**src/hdl/scba_pkg.sv**
```systemverilog
`default_nettype none
package scba_pkg;

   localparam int NUM_CLASSES    = 14;
   localparam int MAX_SMALL_SIZE = 640;
   localparam int CHUNK_BYTES    = 16384;
   localparam int MAX_CHUNKS     = 64;

   localparam int OP_W        = 2;
   localparam int SIZE_W      = 16;
   localparam int ADDR_W      = 20;
   localparam int STATUS_W    = 2;
   localparam int CLS_W       = 4;
   localparam int IDX_W       = 16;
   localparam int LINK_W      = IDX_W + 1;
   localparam int LINK_DEPTH  = 1 << IDX_W;
   localparam int CHUNK_CNT_W = $clog2(MAX_CHUNKS + 1);
   localparam int BSZ_W       = 13;
   localparam int OFF_W       = 18;

   localparam logic [OP_W-1:0] OP_ALLOC = 2'd0;
   localparam logic [OP_W-1:0] OP_FREE  = 2'd1;
   localparam logic [OP_W-1:0] OP_CLEAR = 2'd2;
   localparam logic [OP_W-1:0] OP_NONE  = 2'd3;

   localparam logic [STATUS_W-1:0] ST_OK       = 2'd0;
   localparam logic [STATUS_W-1:0] ST_NULL     = 2'd1;
   localparam logic [STATUS_W-1:0] ST_OVERSIZE = 2'd2;
   localparam logic [STATUS_W-1:0] ST_NOCHUNK  = 2'd3;

   localparam logic [1:0] K_ALLOC  = 2'd0;
   localparam logic [1:0] K_FREE   = 2'd1;
   localparam logic [1:0] K_CLEAR  = 2'd2;
   localparam logic [1:0] K_DIRECT = 2'd3;

   localparam logic [LINK_W-1:0] LINK_NULL = {1'b1, {IDX_W{1'b0}}};

   typedef struct packed {
      logic [1:0]          kind;
      logic [STATUS_W-1:0] status;
      logic [CLS_W-1:0]    cls;
      logic [IDX_W-1:0]    idx;
   } cmd_type;

   typedef struct packed {
      logic    valid;
      cmd_type cmd;
   } cmd_chan_type;

   typedef struct packed {
      logic [ADDR_W-1:0]   addr;
      logic [STATUS_W-1:0] status;
      logic [CLS_W-1:0]    cls;
   } rsp_type;

   function automatic logic [BSZ_W-1:0] class_bytes(input logic [CLS_W-1:0] i);
      logic [BSZ_W-1:0] r;
      if (i == '0) begin
         r = BSZ_W'(16);
      end else if (i <= CLS_W'(8)) begin
         r = BSZ_W'(i) << 5;
      end else if (i <= CLS_W'(12)) begin
         r = BSZ_W'(256) + (BSZ_W'(i - CLS_W'(8)) << 6);
      end else begin
         r = BSZ_W'(512) + (BSZ_W'(i - CLS_W'(12)) << 7);
      end
      return r;
   endfunction

endpackage
`default_nettype wire

```
**src/hdl/scba_front.sv**
```systemverilog
`default_nettype none
module scba_front
   import scba_pkg::*;
(
   input  wire logic              clock,
   input  wire logic              reset,
   input  wire logic              req_push,
   output logic                   req_full,
   input  wire logic [OP_W-1:0]   req_opcode,
   input  wire logic [SIZE_W-1:0] req_request_size,
   input  wire logic [ADDR_W-1:0] req_block_address,
   output cmd_chan_type           cmd_chan,
   input  wire logic              cmd_pop
);
   cmd_type    q_ff [2];
   logic       wr_ff, wr_in, rd_ff, rd_in;
   logic [1:0] cnt_ff, cnt_in;
   logic       push, pop;
   cmd_type    cmd;
   logic [CLS_W-1:0] cls;
   logic       found;

   always_comb begin
      cls   = '0;
      found = 1'b0;
      for (int i = NUM_CLASSES - 1; i >= 0; i--) begin
         if (SIZE_W'(class_bytes(CLS_W'(i))) >= req_request_size) begin
            cls   = CLS_W'(i);
            found = 1'b1;
         end
      end
      if (req_request_size > SIZE_W'(MAX_SMALL_SIZE)) begin
         found = 1'b0;
      end
   end

   always_comb begin
      cmd.kind   = K_DIRECT;
      cmd.status = ST_OK;
      cmd.cls    = '0;
      cmd.idx    = req_block_address[ADDR_W-1 -: IDX_W];
      if (req_opcode == OP_CLEAR) begin
         cmd.kind = K_CLEAR;
      end else if (req_opcode == OP_ALLOC || req_opcode == OP_FREE) begin
         if (req_request_size == '0) begin
            cmd.status = ST_NULL;
         end else if (!found) begin
            cmd.status = ST_OVERSIZE;
         end else begin
            cmd.kind = (req_opcode == OP_FREE) ? K_FREE : K_ALLOC;
            cmd.cls  = cls;
         end
      end
   end

   assign req_full = (cnt_ff == 2'd2);
   assign push     = req_push && !req_full;
   assign pop      = cmd_pop && (cnt_ff != 2'd0);
   assign cmd_chan.valid = (cnt_ff != 2'd0);
   assign cmd_chan.cmd   = q_ff[rd_ff];

   always_comb begin
      wr_in  = wr_ff ^ push;
      rd_in  = rd_ff ^ pop;
      cnt_in = cnt_ff + 2'(push) - 2'(pop);
   end

   always_ff @(posedge clock) begin
      if (reset) begin
         wr_ff  <= 1'b0;
         rd_ff  <= 1'b0;
         cnt_ff <= 2'd0;
      end else begin
         wr_ff  <= wr_in;
         rd_ff  <= rd_in;
         cnt_ff <= cnt_in;
      end
      if (push) begin
         q_ff[wr_ff] <= cmd;
      end
   end

   a_cnt_range: assert property (@(posedge clock) disable iff (reset)
      cnt_ff <= 2'd2) else $error("front queue count out of range");
endmodule
`default_nettype wire

```
**config.mk**
```make
export PLATFORM = sky130hd
export DESIGN_NAME = scba_front
export DESIGN_NICKNAME = d
export VERILOG_FILES = /design/src/hdl/scba_pkg.sv /design/src/hdl/scba_front.sv
export SDC_FILE = /design/constraint.sdc
export NUM_CORES = 1
export LEC_CHECK = 0
export ABC_CLOCK_PERIOD_IN_PS = 2600
export CAP_MARGIN = 5
export CORE_MARGIN = 10
export CORE_UTILIZATION = 62
export DETAILED_ROUTE_END_ITERATION = 7
export DONT_BUFFER_PORTS = 1
export GPL_TIMING_DRIVEN = 0
export PLACE_DENSITY_LB_ADDON = 0.08
export SLEW_MARGIN = 15
export SYNTH_ARGS = -nofsm -noshare
export SYNTH_HDL_FRONTEND = slang
export SYNTH_SLANG_ARGS = --single-unit
```
**constraint.sdc**
```tcl
create_clock -name clock -period 2.6 [get_ports clock]
set_clock_uncertainty 0.15 [all_clocks]
set_input_delay 0.52 -clock clock [delete_from_list [all_inputs] [get_ports clock]]
set_output_delay 0.52 -clock clock [all_outputs]
set_load 0.005 [all_outputs]
```
-- Word-level counts from Yosys, hierarchy flattened
Memory sizes are Yosys's and may differ from the RTL's. A register that Yosys moved wholly into a read port is not among the register bits.
Cells that the tools add are included.
- flip-flop bits (word level): 4
- RAM bits: 48
- input bits: 42
- output and inout port bits: 26
- logic and storage cells: 75
- memories: 1
- memory list (name ; words ; bits a word ; rd ports ; clocked after memory_dff ; wr ports ; RTL line ; source):
    q_ff ; 2 ; 24 ; 1 ; 1 ; 1 ; scba_front.sv:15 ; cmd_type q_ff [2];
- add/sub/neg operators: 2
- magnitude comparators: 15
- equal/unequal tests: 3
- muxes and demuxes: 42
- bitwise operators: 2
- reduce and logical (&&, ||, !) cells: 7
- operators with widths (cell ; number):
    $ge A8 B16 Y1 const A ; 4
    $ge A9 B16 Y1 const A ; 4
    $mux W4 ; 16
    $ge A10 B16 Y1 const A ; 2
    $ge A7 B16 Y1 const A ; 2
    $mux W1 ; 19
    $ge A5 B16 Y1 const A ; 1
    $ge A6 B16 Y1 const A ; 1
    $gt A16 B10 Y1 const B ; 1
    $logic_not A16 Y1 ; 1
    $mux W2 ; 5
    $mux W8 ; 1
    $mux W6 ; 1
    $eq A2 B2 Y1 const B ; 2
    $add A2 B1 Y2 ; 1
    $eq A2 B1 Y1 const B ; 1
    $logic_and A1 B1 Y1 ; 2
    $logic_not A2 Y1 ; 1
    $reduce_bool A2 Y1 ; 1
    $sub A2 B1 Y2 ; 1
    $xor A1 B1 Y1 ; 2
    $logic_not A1 Y1 ; 1
    $logic_or A1 B1 Y1 ; 1

-- Depth between registers and ports, before layout
- word-level depth: 20
- depth in mapped cells: 8
- mapped depth without buffers: 8

-- Worst setup path before layout
Ideal clock, no wire load.
- path type: input to register
- start: input req_request_size[2]
- end: memory q_ff[0][16] (netlist bit) (data pin)
- arrival: 1.760 ns
- required time: 2.191 ns
- setup slack: 0.431 ns
- cell stages on the path: 5
- path buffers: 0
- cell sequence: nor4_4 > nand2b_2 > or3b_1 > a211o_1 > o211a_1
- RTL lines (item ; RTL line ; source):
    from (decl) ; scba_front.sv:10 ; input wire logic [SIZE_W-1:0] req_request_size,
    to (decl) ; scba_front.sv:15 ;

==> impl_metrics.tcl <==
set metrics [dict create \
    route.met2.wl_mm 1.95 \
    slew_headroom 0.278 \
    ys_seq_elements 52 \
    slew_violations 0 \
    layout_min_cycle_time_ns 2.31 \
    met1_length_mm 1.59 \
    clk_latency_ns 0.29 \
    cts_tree "done" \
    fin_area_um2 2510 \
    final.setup.tns_ns 0 \
    die_w_um 81.7 \
    grt_pass1_wl_mm 6.54 \
    timing.rr.start "cnt_ff[0]" \
    wire_per_inst_um 18.7 \
    gr-total-overflow 0 \
    setup_viol 0 \
    dieHeight_um 81.7 \
    rsz0062_at_grt "false" \
    place_inst 213 \
    drt-total-wl_mm 4.12 \
    grt_max_degree 25 \
    synth_common_cells "edfxtp_1, mux2_2, nor2_1, nand2_1" \
    critical-path-top-delay-family "buffers and inverters" \
    drv_cap 0 \
    design.core.area_um2 3660 \
    ios 68 \
    startpoint "rd_ff" \
    path_cells "clkbuf_1 -> clkbuf_2 -> mux2_2" \
    rows 22 \
    placed_area_um2 2420 \
    worst-setup-path-type "register to primary output" \
    total_power_mw 1.97 \
    antenna-diode-count 0 \
    place.detailed.hpwl_mm 3.07 \
    cts-root-buf "clkbuf_8" \
    drcViolationCount 0 \
    clock_path_buffers 2 \
    r2r_setup_slack_ns 0.54 \
    initial_core_util 0.646 \
    num_vias 1321 \
    cts_hold_buffers 0 \
    p_leak_nw 0.842 \
    arrival_ns 1.64 \
    cp.depth 3 \
    p_per_area_nw_per_um2 782 \
    clk_pin_slew_ns 0.08 \
    crit_fanout 10 \
    fin_ws_ns 0.291 \
    synth_area_leaders "edfxtp_1, mux2_2, dfxtp_1" \
    highest_layer "met4" \
    synthMostInstantiatedCell "edfxtp_1" \
    syn_to_final_growth_pct 6.41 \
    critPathSlowestCell "mux2_2" \
    fmax_ghz 0.433 \
    wl_met3_um 529 \
    r2r_cells 4 \
    drtIter0Drc 65 \
    firstDrtPassIters 4 \
    crit_end "cmd_chan[18]" \
    grt_pass1_vias 1425 \
    cts_htree_levels 2 \
    final_util 0.687 \
    path_buf_inv 2 \
    vias_per_cell 5.98 \
    clock-sinks 52 \
    ys_seq_area_frac 0.644 \
    synth_cell_types 42 \
    worst_slew_pin_slew_ns 1.08 \
    yosys_warnings 0 \
    ir_drop_v 0.000481 \
    synth_edf_count 48 \
    final_cells 221 \
    netlist_area_um2 2360 \
    fillers 255 \
    avgSynthCellArea_um2 14.3 \
    hp-class "primary input to register" \
    grt_usage 0.127 \
    post-route-period-util 0.888 \
    async_reset_ff_frac 0 \
    slowest_delay_ns 0.40 \
    antenna_left 0 \
    syn_nets 211 \
    outcome "finished, final reports clean" \
    synth_cells 165 \
    finalHoldViolCount 0 \
    reg2reg_to "q_ff[1][16]" \
    post_cts_buffers 0 \
    dpl_worst_slack_ns 0.315 \
    required_ns 1.93 \
    synth_ff_type "edfxtp_1" \
    cts_made_buffers 5 \
    synth_top_area_frac 0.610 \
    finalNetCount 218 \
    holdWs_ns 0.131 \
    start_kind "register" \
    yosys.area.top_type "edfxtp_1" \
    crit_path_end_kind "primary output" \
    portBuffers 0 \
    final_layout_size_suffix_gt1_frac 0.243 \
    dieArea_um2 6680 \
    antenna_found_initial 0 \
    gp_congestion 0.786 \
]
[flip-flops by register name (all words and copies together), names as in the netlist]
register	count
q_ff	48
wr_ff	1
rd_ff	1
cnt_ff	2
[worst min-delay path by stage]
stage	start	end	slack [ns]	cells after the start
detailed placement	cnt_ff[1]	cnt_ff[1]	0.39	2
floorplan	cnt_ff[1]	cnt_ff[1]	0.35	2
finish	reset	wr_ff	0.13	1
global route	reset	wr_ff	0.11	1
CTS	reset	wr_ff	0.12	1
global placement	cnt_ff[1]	cnt_ff[1]	0.37	2
[where the power goes]
| group | leakage, nW | internal [mW] | switching, mW |
|---|---|---|---|
| clock network | 0.0414 | 0.191 | 0.237 |
| registers | 0.478 | 1.06 | 0.0304 |
| logic | 0.323 | 0.200 | 0.247 |
[logic make-up (layout without fill, tap and decap cells)]
group                    after synthesis  in the layout  share of synthesized area
multiplexers                          24             24                      0.114
AO/OA/AOI/OAI                         23             23                     0.0725
buffers and inverters                 12             20                     0.0191
flip-flops                            52             52                      0.644
AND/OR/NAND/NOR                       47             47                      0.118
adder cells (fa/ha/maj)                4              4                     0.0212
XOR/XNOR                               3              3                     0.0111
[cell type report]
class,count,area [um^2],area share
clock buffer,6,72.6,0.0289
sequential,52,1520,0.605
clock inverter,2,16.3,0.00647
inverter,5,18.8,0.00746
multi-input combinational,101,797,0.317
tap,48,60.1,0.0239
buffer,7,28.8,0.0114
[layout by cell type, fill, tap and decap left out, types with 2 or more instances in the layout]
master / Yosys / layout
ha_1: 4 / 4
nor2_1: 10 / 10
edfxtp_1: 48 / 48
and3_1: 3 / 3
xnor2_1: 2 / 2
nor4_1: 2 / 2
a211o_1: 2 / 2
o211ai_1: 2 / 2
or2_2: 3 / 3
nor3_1: 3 / 3
a21boi_0: 2 / 2
o22ai_1: 2 / 2
nand2_1: 7 / 7
mux2_2: 24 / 24
nand3_1: 2 / 2
and2_1: 3 / 3
nand2b_1: 3 / 3
nor2b_1: 2 / 2
clkbuf_1: 5 / 6
clkbuf_8: 0 / 5
o21ai_0: 4 / 4
dfxtp_1: 4 / 4
inv_1: 5 / 5
a21oi_1: 3 / 3
clkbuf_2: 0 / 2
[what timing repair did]
item	4_1_cts	5_1_grt
endpoints found under the setup margin	0	19
hold endpoints to repair	0	0
resized for setup	0	2
[worst reg2reg max path, stage by stage, from the launching register on]
cell and delay [ns]:
dfxtp_1 0.35, nand2b_1 0.14, nand2_1 0.09, inv_1 0.08, ha_1 0.87
[layer usage]
metal  up-vias  global-route usage
li1        639                   -
met5         -                   0
met3         7              0.0710
met2        65               0.210
met4         0              0.0408
met1       610               0.136
(Power assumes the default switching activity.)
